### config.mk
export PLATFORM = sky130hd
export DESIGN_NAME = force_peak_bar_meter
export DESIGN_NICKNAME = d
export VERILOG_FILES = /design/src/rtl/fpbm_pkg.sv /design/src/rtl/fpbm_cfg.sv /design/src/rtl/fpbm_core.sv /design/src/rtl/fpbm_bar.sv /design/src/rtl/force_peak_bar_meter.sv
export VERILOG_INCLUDE_DIRS = /design/src /design/src/rtl
export SDC_FILE = /design/constraint.sdc
export NUM_CORES = 2
export LEC_CHECK = 0
export ABC_AREA = 1
export BUFFER_PORTS_ARGS = -buffer_cell sky130_fd_sc_hd__buf_2
export CAP_MARGIN = 5
export CORE_MARGIN = 3
export CORE_UTILIZATION = 62
export CTS_BUF_LIST = sky130_fd_sc_hd__clkbuf_4 sky130_fd_sc_hd__clkbuf_8 sky130_fd_sc_hd__clkbuf_16
export CTS_CLUSTER_SIZE = 8
export DETAILED_ROUTE_END_ITERATION = 10
export PLACE_DENSITY = 0.85
export SLEW_MARGIN = 20
export SYNTH_ARGS = -nofsm -noshare
export SYNTH_HDL_FRONTEND = slang
export SYNTH_SLANG_ARGS = --single-unit
### constraint.sdc
create_clock -name aclk -period 17.7 [get_ports aclk]
set_clock_uncertainty 0.2 [all_clocks]
set_input_delay 0.885 -clock aclk [delete_from_list [all_inputs] [get_ports aclk]]
set_output_delay 0.885 -clock aclk [all_outputs]
set_load 0.03 [all_outputs]
### src/rtl/force_peak_bar_meter_macros.svh
// assertion helpers for the force bar meter
`ifndef FORCE_PEAK_BAR_METER_MACROS_SVH
`define FORCE_PEAK_BAR_METER_MACROS_SVH

// same-cycle implication, sampled on aclk, off during reset
`define FPBM_ASSERT_NOW(label, ante, cons, msg) \
    label: assert property (@(posedge aclk) disable iff (!aresetn) (ante) |-> (cons)) \
        else $error(msg);

// next-cycle implication, sampled on aclk, off during reset
`define FPBM_ASSERT_NEXT(label, ante, cons, msg) \
    label: assert property (@(posedge aclk) disable iff (!aresetn) (ante) |=> (cons)) \
        else $error(msg);

`endif

### src/rtl/fpbm_pkg.sv
package fpbm_pkg;

    localparam int BAR_LEDS = 6;

    localparam int FORCE_W    = 23;
    localparam int SAMPLE_W   = 24;
    localparam int TIME_W     = 32;
    localparam int WEIGHT_W   = 9;
    localparam int THRESH_W   = 12;
    localparam int COUNT_W    = 4;
    localparam int INTERVAL_W = 16;
    localparam int FS_W       = 16;
    localparam int LED_W      = 3;

    localparam int CFG_IDX_W  = 3;
    localparam int CFG_DATA_W = 16;

    localparam int WEIGHT_ONE = 256;
    localparam int ROUND_HALF = 128;
    localparam int W_SHIFT    = 8;
    localparam int ACC_W      = FORCE_W + WEIGHT_W;
    localparam int STEADY_MAX = 15;

    localparam int BAR_SCALE_W = $clog2(2 * BAR_LEDS * ((2 ** FS_W) - 1) + 1);
    localparam int BAR_CNT_W   = $clog2(BAR_LEDS + 1);

    localparam logic [WEIGHT_W-1:0]   FILTER_WEIGHT_RST = 9'd205;
    localparam logic [THRESH_W-1:0]   STABLE_THRESH_RST = 12'd41;
    localparam logic [COUNT_W-1:0]    STABLE_COUNT_RST  = 4'd5;
    localparam logic [INTERVAL_W-1:0] STABLE_IVL_RST    = 16'd500;
    localparam logic [INTERVAL_W-1:0] UNSTABLE_IVL_RST  = 16'd250;
    localparam logic [THRESH_W-1:0]   DEADZONE_RST      = 12'd82;
    localparam logic [FS_W-1:0]       FULL_SCALE_RST    = 16'd40550;

    typedef enum logic [CFG_IDX_W-1:0] {
        REG_FILTER_WEIGHT        = 3'd0,
        REG_STABLE_THRESHOLD     = 3'd1,
        REG_STABLE_COUNT_NEEDED  = 3'd2,
        REG_STABLE_INTERVAL_MS   = 3'd3,
        REG_UNSTABLE_INTERVAL_MS = 3'd4,
        REG_DEADZONE             = 3'd5,
        REG_FULL_SCALE           = 3'd6
    } cfg_reg_t;

    typedef struct packed {
        logic [WEIGHT_W-1:0]   filter_weight;
        logic [THRESH_W-1:0]   stable_threshold;
        logic [COUNT_W-1:0]    stable_count_needed;
        logic [INTERVAL_W-1:0] stable_interval_ms;
        logic [INTERVAL_W-1:0] unstable_interval_ms;
        logic [THRESH_W-1:0]   deadzone;
        logic [FS_W-1:0]       full_scale;
    } cfg_t;

    typedef struct packed {
        logic                       sensor_ready;
        logic signed [SAMPLE_W-1:0] force_sample;
        logic [TIME_W-1:0]          now_ms;
    } item_t;

    typedef struct packed {
        logic               update;
        logic               below_deadzone;
        logic               stable;
        logic [FORCE_W-1:0] smoothed;
        logic [FORCE_W-1:0] peak;
    } mid_t;

    typedef struct packed {
        logic               display_update;
        logic [FORCE_W-1:0] smoothed_force;
        logic [FORCE_W-1:0] peak_force;
        logic               is_stable;
    } result_t;

endpackage

### src/rtl/fpbm_cfg.sv
module fpbm_cfg (
    input  logic                             aclk,
    input  logic                             aresetn,
    input  logic                             wr_en,
    input  logic [fpbm_pkg::CFG_IDX_W-1:0]   wr_index,
    input  logic [fpbm_pkg::CFG_DATA_W-1:0]  wr_data,
    output fpbm_pkg::cfg_t                   cfg
);

    fpbm_pkg::cfg_t cfg_reg;
    fpbm_pkg::cfg_t cfg_next;

    always_comb begin
        cfg_next = cfg_reg;
        if (wr_en) begin
            unique case (fpbm_pkg::cfg_reg_t'(wr_index))
                fpbm_pkg::REG_FILTER_WEIGHT:
                    cfg_next.filter_weight = wr_data[fpbm_pkg::WEIGHT_W-1:0];
                fpbm_pkg::REG_STABLE_THRESHOLD:
                    cfg_next.stable_threshold = wr_data[fpbm_pkg::THRESH_W-1:0];
                fpbm_pkg::REG_STABLE_COUNT_NEEDED:
                    cfg_next.stable_count_needed = wr_data[fpbm_pkg::COUNT_W-1:0];
                fpbm_pkg::REG_STABLE_INTERVAL_MS:
                    cfg_next.stable_interval_ms = wr_data[fpbm_pkg::INTERVAL_W-1:0];
                fpbm_pkg::REG_UNSTABLE_INTERVAL_MS:
                    cfg_next.unstable_interval_ms = wr_data[fpbm_pkg::INTERVAL_W-1:0];
                fpbm_pkg::REG_DEADZONE:
                    cfg_next.deadzone = wr_data[fpbm_pkg::THRESH_W-1:0];
                fpbm_pkg::REG_FULL_SCALE:
                    cfg_next.full_scale = wr_data[fpbm_pkg::FS_W-1:0];
                default: begin
                    cfg_next = cfg_reg;
                end
            endcase
        end
    end

    always_ff @(posedge aclk) begin
        if (!aresetn) begin
            cfg_reg.filter_weight        <= fpbm_pkg::FILTER_WEIGHT_RST;
            cfg_reg.stable_threshold     <= fpbm_pkg::STABLE_THRESH_RST;
            cfg_reg.stable_count_needed  <= fpbm_pkg::STABLE_COUNT_RST;
            cfg_reg.stable_interval_ms   <= fpbm_pkg::STABLE_IVL_RST;
            cfg_reg.unstable_interval_ms <= fpbm_pkg::UNSTABLE_IVL_RST;
            cfg_reg.deadzone             <= fpbm_pkg::DEADZONE_RST;
            cfg_reg.full_scale           <= fpbm_pkg::FULL_SCALE_RST;
        end else begin
            cfg_reg <= cfg_next;
        end
    end

    assign cfg = cfg_reg;

endmodule

### src/rtl/fpbm_core.sv
module fpbm_core (
    input  logic            aclk,
    input  logic            aresetn,
    input  logic            load,
    input  fpbm_pkg::item_t item,
    input  fpbm_pkg::cfg_t  cfg,
    output fpbm_pkg::mid_t  mid
);

    localparam int FW = fpbm_pkg::FORCE_W;
    localparam int AW = fpbm_pkg::ACC_W;
    localparam int WW = fpbm_pkg::WEIGHT_W;
    localparam int CW = fpbm_pkg::COUNT_W;
    localparam int TW = fpbm_pkg::TIME_W;

    logic [FW-1:0] filter_value_reg, filter_value_next;
    logic          first_sample_reg;
    logic [FW-1:0] reference_reg, reference_next;
    logic [CW-1:0] steady_count_reg, steady_count_next;
    logic [FW-1:0] peak_reg, peak_next;
    logic [TW-1:0] last_update_reg, last_update_next;
    fpbm_pkg::mid_t mid_reg, mid_next;

    logic [FW-1:0] sample;
    logic [WW-1:0] w_eff;
    logic [WW-1:0] w_inv;
    logic [AW-1:0] acc;
    logic [FW-1:0] smoothed;
    logic [FW-1:0] diff;
    logic          steady;
    logic [CW-1:0] count_inc;
    logic          stable;
    logic [TW-1:0] elapsed;
    logic [TW-1:0] interval;
    logic          update;

    always_comb begin
        // not ready or negative counts as zero
        if (!item.sensor_ready || item.force_sample[fpbm_pkg::SAMPLE_W-1]) begin
            sample = '0;
        end else begin
            sample = item.force_sample[FW-1:0];
        end

        w_eff = (cfg.filter_weight > WW'(fpbm_pkg::WEIGHT_ONE)) ?
                WW'(fpbm_pkg::WEIGHT_ONE) : cfg.filter_weight;
        w_inv = WW'(fpbm_pkg::WEIGHT_ONE) - w_eff;
        acc   = AW'(w_eff) * AW'(sample) + AW'(w_inv) * AW'(filter_value_reg)
              + AW'(fpbm_pkg::ROUND_HALF);
        smoothed = first_sample_reg ? sample : acc[fpbm_pkg::W_SHIFT +: FW];

        diff   = (smoothed >= reference_reg) ? (smoothed - reference_reg)
                                             : (reference_reg - smoothed);
        steady = diff < FW'(cfg.stable_threshold);
        count_inc = (steady_count_reg < CW'(fpbm_pkg::STEADY_MAX)) ?
                    (steady_count_reg + CW'(1)) : steady_count_reg;

        stable            = 1'b0;
        steady_count_next = '0;
        reference_next    = smoothed;
        if (steady) begin
            if (count_inc >= cfg.stable_count_needed) begin
                stable            = 1'b1;
                steady_count_next = cfg.stable_count_needed;
            end else begin
                steady_count_next = count_inc;
                reference_next    = reference_reg;
            end
        end

        peak_next = (smoothed > peak_reg) ? smoothed : peak_reg;

        elapsed  = item.now_ms - last_update_reg;
        interval = stable ? TW'(cfg.stable_interval_ms) : TW'(cfg.unstable_interval_ms);
        update   = elapsed >= interval;
        last_update_next = update ? item.now_ms : last_update_reg;

        filter_value_next = smoothed;

        mid_next.update         = update;
        mid_next.below_deadzone = smoothed < FW'(cfg.deadzone);
        mid_next.stable         = stable;
        mid_next.smoothed       = smoothed;
        mid_next.peak           = peak_next;
    end

    always_ff @(posedge aclk) begin
        if (!aresetn) begin
            filter_value_reg <= '0;
            first_sample_reg <= 1'b1;
            reference_reg    <= '0;
            steady_count_reg <= '0;
            peak_reg         <= '0;
            last_update_reg  <= '0;
        end else if (load) begin
            filter_value_reg <= filter_value_next;
            first_sample_reg <= 1'b0;
            reference_reg    <= reference_next;
            steady_count_reg <= steady_count_next;
            peak_reg         <= peak_next;
            last_update_reg  <= last_update_next;
        end
    end

    always_ff @(posedge aclk) begin
        if (load) begin
            mid_reg <= mid_next;
        end
    end

    assign mid = mid_reg;

endmodule

### src/rtl/fpbm_bar.sv
module fpbm_bar (
    input  logic                          aclk,
    input  logic                          aresetn,
    input  logic                          load,
    input  fpbm_pkg::mid_t                mid,
    input  logic [fpbm_pkg::FS_W-1:0]     full_scale,
    output fpbm_pkg::result_t             result,
    output logic [fpbm_pkg::LED_W-1:0]    led_count
);

    localparam int FW = fpbm_pkg::FORCE_W;
    localparam int SW = fpbm_pkg::BAR_SCALE_W;
    localparam int NW = fpbm_pkg::BAR_CNT_W;
    localparam int LW = fpbm_pkg::LED_W;
    localparam int VW = fpbm_pkg::FS_W;

    logic [VW-1:0] fs_eff;
    logic [VW-1:0] clipped;
    logic [SW-1:0] scaled;
    logic [NW-1:0] bar_count;
    logic [LW-1:0] shown_leds_reg, shown_leds_next;
    fpbm_pkg::result_t result_reg, result_next;

    always_comb begin
        fs_eff  = (full_scale == '0) ? VW'(1) : full_scale;
        clipped = (mid.peak > FW'(fs_eff)) ? fs_eff : mid.peak[VW-1:0];
        scaled  = SW'(2 * fpbm_pkg::BAR_LEDS) * SW'(clipped);

        // rounded bar: one compare per led against odd multiples of full scale
        bar_count = '0;
        for (int k = 1; k <= fpbm_pkg::BAR_LEDS; k++) begin
            if (scaled >= SW'(2 * k - 1) * SW'(fs_eff)) begin
                bar_count = bar_count + NW'(1);
            end
        end

        shown_leds_next = shown_leds_reg;
        if (mid.update) begin
            shown_leds_next = mid.below_deadzone ? '0 : LW'(bar_count);
        end

        result_next.display_update = mid.update;
        result_next.smoothed_force = mid.smoothed;
        result_next.peak_force     = mid.peak;
        result_next.is_stable      = mid.stable;
    end

    always_ff @(posedge aclk) begin
        if (!aresetn) begin
            shown_leds_reg <= '0;
        end else if (load) begin
            shown_leds_reg <= shown_leds_next;
        end
    end

    always_ff @(posedge aclk) begin
        if (load) begin
            result_reg <= result_next;
        end
    end

    assign result    = result_reg;
    assign led_count = shown_leds_reg;

endmodule

### src/rtl/force_peak_bar_meter.sv
// path: an accepted beat passes the input register, the core stage and the bar stage to m_valid
// throughput: one beat per cycle unless m_ready stalls the output; each stage advances when the next is free
// the filter, stability and timing state update in the core stage, the led bar in the bar stage after it
// reset (aresetn low, synchronous): config registers return to defaults, filter restarts
// with its first-sample pass, peak, timer and bar go to zero, pipeline empties
`include "force_peak_bar_meter_macros.svh"

module force_peak_bar_meter (
    input  logic                                aclk,
    input  logic                                aresetn,

    input  logic                                cfg_valid,
    output logic                                cfg_ready,
    input  logic [fpbm_pkg::CFG_IDX_W-1:0]      cfg_index,
    input  logic [fpbm_pkg::CFG_DATA_W-1:0]     cfg_data,

    input  logic                                s_valid,
    output logic                                s_ready,
    input  logic                                s_sensor_ready,
    input  logic signed [fpbm_pkg::SAMPLE_W-1:0] s_force_sample,
    input  logic [fpbm_pkg::TIME_W-1:0]         s_now_ms,

    output logic                                m_valid,
    input  logic                                m_ready,
    output logic                                m_display_update,
    output logic [fpbm_pkg::LED_W-1:0]          m_led_count,
    output logic [fpbm_pkg::FORCE_W-1:0]        m_smoothed_force,
    output logic [fpbm_pkg::FORCE_W-1:0]        m_peak_force,
    output logic                                m_is_stable
);

    fpbm_pkg::cfg_t    cfg;
    fpbm_pkg::item_t   item_reg;
    fpbm_pkg::mid_t    mid;
    fpbm_pkg::result_t result;

    logic in_valid_reg, in_valid_next;
    logic mid_valid_reg, mid_valid_next;
    logic out_valid_reg, out_valid_next;
    logic in_accept;
    logic out_free;
    logic adv_bar;
    logic mid_free;
    logic adv_core;

    assign cfg_ready = 1'b1;

    fpbm_cfg u_cfg (
        .aclk     (aclk),
        .aresetn  (aresetn),
        .wr_en    (cfg_valid & cfg_ready),
        .wr_index (cfg_index),
        .wr_data  (cfg_data),
        .cfg      (cfg)
    );

    always_comb begin
        out_free  = !out_valid_reg || m_ready;
        adv_bar   = mid_valid_reg && out_free;
        mid_free  = !mid_valid_reg || adv_bar;
        adv_core  = in_valid_reg && mid_free;
        s_ready   = !in_valid_reg || adv_core;
        in_accept = s_valid && s_ready;

        in_valid_next  = in_accept ? 1'b1 : (adv_core ? 1'b0 : in_valid_reg);
        mid_valid_next = adv_core ? 1'b1 : (adv_bar ? 1'b0 : mid_valid_reg);
        out_valid_next = adv_bar ? 1'b1 : (m_ready ? 1'b0 : out_valid_reg);
    end

    always_ff @(posedge aclk) begin
        if (!aresetn) begin
            in_valid_reg  <= 1'b0;
            mid_valid_reg <= 1'b0;
            out_valid_reg <= 1'b0;
        end else begin
            in_valid_reg  <= in_valid_next;
            mid_valid_reg <= mid_valid_next;
            out_valid_reg <= out_valid_next;
        end
    end

    always_ff @(posedge aclk) begin
        if (in_accept) begin
            item_reg.sensor_ready <= s_sensor_ready;
            item_reg.force_sample <= s_force_sample;
            item_reg.now_ms       <= s_now_ms;
        end
    end

    fpbm_core u_core (
        .aclk    (aclk),
        .aresetn (aresetn),
        .load    (adv_core),
        .item    (item_reg),
        .cfg     (cfg),
        .mid     (mid)
    );

    fpbm_bar u_bar (
        .aclk       (aclk),
        .aresetn    (aresetn),
        .load       (adv_bar),
        .mid        (mid),
        .full_scale (cfg.full_scale),
        .result     (result),
        .led_count  (m_led_count)
    );

    assign m_valid          = out_valid_reg;
    assign m_display_update = result.display_update;
    assign m_smoothed_force = result.smoothed_force;
    assign m_peak_force     = result.peak_force;
    assign m_is_stable      = result.is_stable;

    `FPBM_ASSERT_NOW(a_peak_covers_smoothed, m_valid, m_peak_force >= m_smoothed_force, "peak below smoothed force")
    `FPBM_ASSERT_NOW(a_lit_above_deadzone, m_valid && m_display_update && (m_led_count != '0), m_smoothed_force >= fpbm_pkg::FORCE_W'(cfg.deadzone), "leds lit below deadzone")
    `FPBM_ASSERT_NEXT(a_bar_held, !(adv_bar && mid.update), $stable(m_led_count), "bar changed without update")
    `FPBM_ASSERT_NOW(a_led_range, m_valid, int'(m_led_count) <= fpbm_pkg::BAR_LEDS, "led count out of range")

endmodule
==> metrics.cfg <==
[final_layout]
final_common_cell = inv_1
final_nets = 6137
final_design_area_no_fill_sq_um = 43000
final_layout_size_suffix_gt1_frac = 0.0622
final_cell_mix = 1,047 x inv_1, 967 x nand2_1, 487 x ha_1
largest_reg_flops = 85
syn_to_final_growth_pct = 7.42
final_util = 0.677

[global_route]
grt_max_degree = 102
grt_util_met2 = 0.537
grt_pass1_wl_um = 179000
grt-ovfl-total = 0
grt_pass1_vias = 34300
antenna_found_initial = 2
grt_util_met3 = 0.0570
groute.usage.overall = 0.335
top_usage_layer = met2
grtUsageMet1 = 0.455

[critical_path]
worst-setup-path-type = reg -> reg
critPathCaptureType = flop
max_stage_delay_ps = 790
cp_slowest_cell = dfxtp_1
cp-start-kind = flop
rrSetupSlack_ps = 1450
cp.required_ps = 18000
cpMostUsedCell = nand2_1
worstPathMaxFanout = 32
arrival_ps = 16550

[die]
die_height_um = 260
core_area_sq_um = 63400
die_w_um = 260
initial_core_util = 0.631
dieArea_sq_um = 67600
ios = 135
fp-row-count = 92

[clock_tree]
numCtsBuffers = 50
cts_htree_levels = 2
post-cts-setup-buffers = 0
cts.sinks = 351
cts_root_buf = clkbuf_16
clock_latency_ps = 610
clk_pin_slew_ps = 60
cts_resized = 0
cts_hold_buf = 0
cts_tree = built
clockBufferDepth = 3

[sta]
fin_crit_ps = 16250
fmax_mhz = 61.5
fin_crit_sh = 0.918
layout_setup_ws_ps = 1450
finalMaxSlewViolations = 0
slew_headroom = 0.266
whs_ps = 214
tightestPinTransition_ps = 1100
rsz0062_at_grt = false
finalHoldViolCount = 0
tns_ps = 0
setup_viol = 0

[routing]
drt_iter0_drc = 3054
wl_um = 112000
antenna_left = 0
firstDrtPassIters = 6
drc_errors = 0
drt-vias-per-instance = 5.71
via_count = 34600
wl_per_cell_um = 18.4

[logic_synthesis]
ys_warn_count = 0
synth_edf_count = 154
ys_ff_latch = 351
ys_top_cells_by_area = fa_1 19%, ha_1 15%, edfxtp_1 12%
synth_ff_type = dfxtp_1
synthCells = 5097
ys_seq_area_frac = 0.214
synth_cell_types = 68
synth.net_count = 6046
avgSynthCellArea_sq_um = 7.85
async_flop_share = 0
synth_top_area_cell = fa_1
syn_area_sq_um = 40000
yosysTopAreaCellShare = 0.191

[job]
max-cap-violations = 0

[placed_design]
preCtsSetupSlack_ps = 2000
dpl_cell_area_sq_um = 41400
routabilityCongestion = 1.03
dpl.hpwl_um = 90600
portBuffers = 133

[pwr]
p_leak_nw = 21.7
p_per_area_nw_per_um2 = 103
vdd_drop_max_v = 0.0000787

[outcome]
status = finished, final reports clean

[worst_hold_path]
holdCritPathClass = reg -> reg

==> area by class of cell <==
cell class | count | area, sq um
flip-flops and latches | 351 | 8570
clock buffers | 85 | 1560
well taps | 846 | 1060
diodes | 2 | 5.00
fillers | 5236 | 20500
repair buffers | 158 | 856
multi-input cells | 3560 | 26900
inverters | 1067 | 4010
clock inverters | 2 | 28.8
==> metal layers <==
| layer | part of all wire | wire length (um) |
|---|---|---|
| met5 | 0 | 0 |
| met4 | 0.041 | 4570 |
| met3 | 0.095 | 10600 |
| met2 | 0.46 | 51200 |
| met1 | 0.41 | 45600 |
==> Yosys cell counts, drive strengths merged, types with 3 or more instances <==
master,count
xnor2,34
o221ai,9
a21o,20
clkinv,7
or2,12
mux2i,7
buf,35
o21bai,42
inv,1060
o31ai,4
a211oi,16
edfxtp,154
nor4,21
a31oi,23
clkbuf,84
and2,8
a21oi,415
nand3,147
o21a,5
dfxtp,197
o2111ai,6
ha,487
xor2,108
fa,381
a221oi,3
o211ai,33
nor2,397
a21boi,9
nand3b,13
nand2,974
o21ai,298
nor3,34
nand4,42
==> report_power, final <==
part | total (mW) | internal, mW | leakage [nW] | switching (mW)
Combinational | 2.53 | 0.877 | 17.8 | 1.65
Sequential | 0.945 | 0.908 | 3.08 | 0.0369
Clock | 0.951 | 0.596 | 0.812 | 0.355
Total | 4.42 | 2.38 | 21.7 | 2.04
==> critical path: cells and delay by family, from the launching register on <==
family,cells,cell delay [ps]
buffers and inverters,13,3090
adders and majority gates,10,4570
DFF,1,790
AOI/OAI and AO/OA,16,2860
xor gates and xnor gates,1,170
and+or+nand+nor,24,4380
==> through the flow <==
step                power (mW)  instances
finish                    4.42       6071
detailed placement        3.41       5982
global placement          3.37       5982
CTS                       4.38       6069
floorplan                 2.78       5097
global route              4.80       6071
==> kinds of logic after synthesis <==
| group | after synthesis | share of synthesized area |
|---|---|---|
| buf+inv | 1186 | 0.114 |
| xor+xnor | 142 | 0.0311 |
| flops | 351 | 0.214 |
| mux | 8 | 0.00203 |
| other cells | 1 | 0.0000938 |
| compound gates | 889 | 0.125 |
| simple gates | 1652 | 0.171 |
| fa+ha+maj | 868 | 0.343 |
==> worst paths after layout <==
path | cells after the start | from | end
worst min-delay path | 0 | u_core.mid[24] | u_bar.result[25]
worst max register to register | 64 | u_cfg.cfg[84] | u_core.last_update_reg[23]
worst max-delay path | 64 | u_cfg.cfg[84] | u_core.last_update_reg[23]
worst min register to register | 0 | u_core.mid[24] | u_bar.result[25]
No activity file was read; power rests on OpenSTA's default activity.
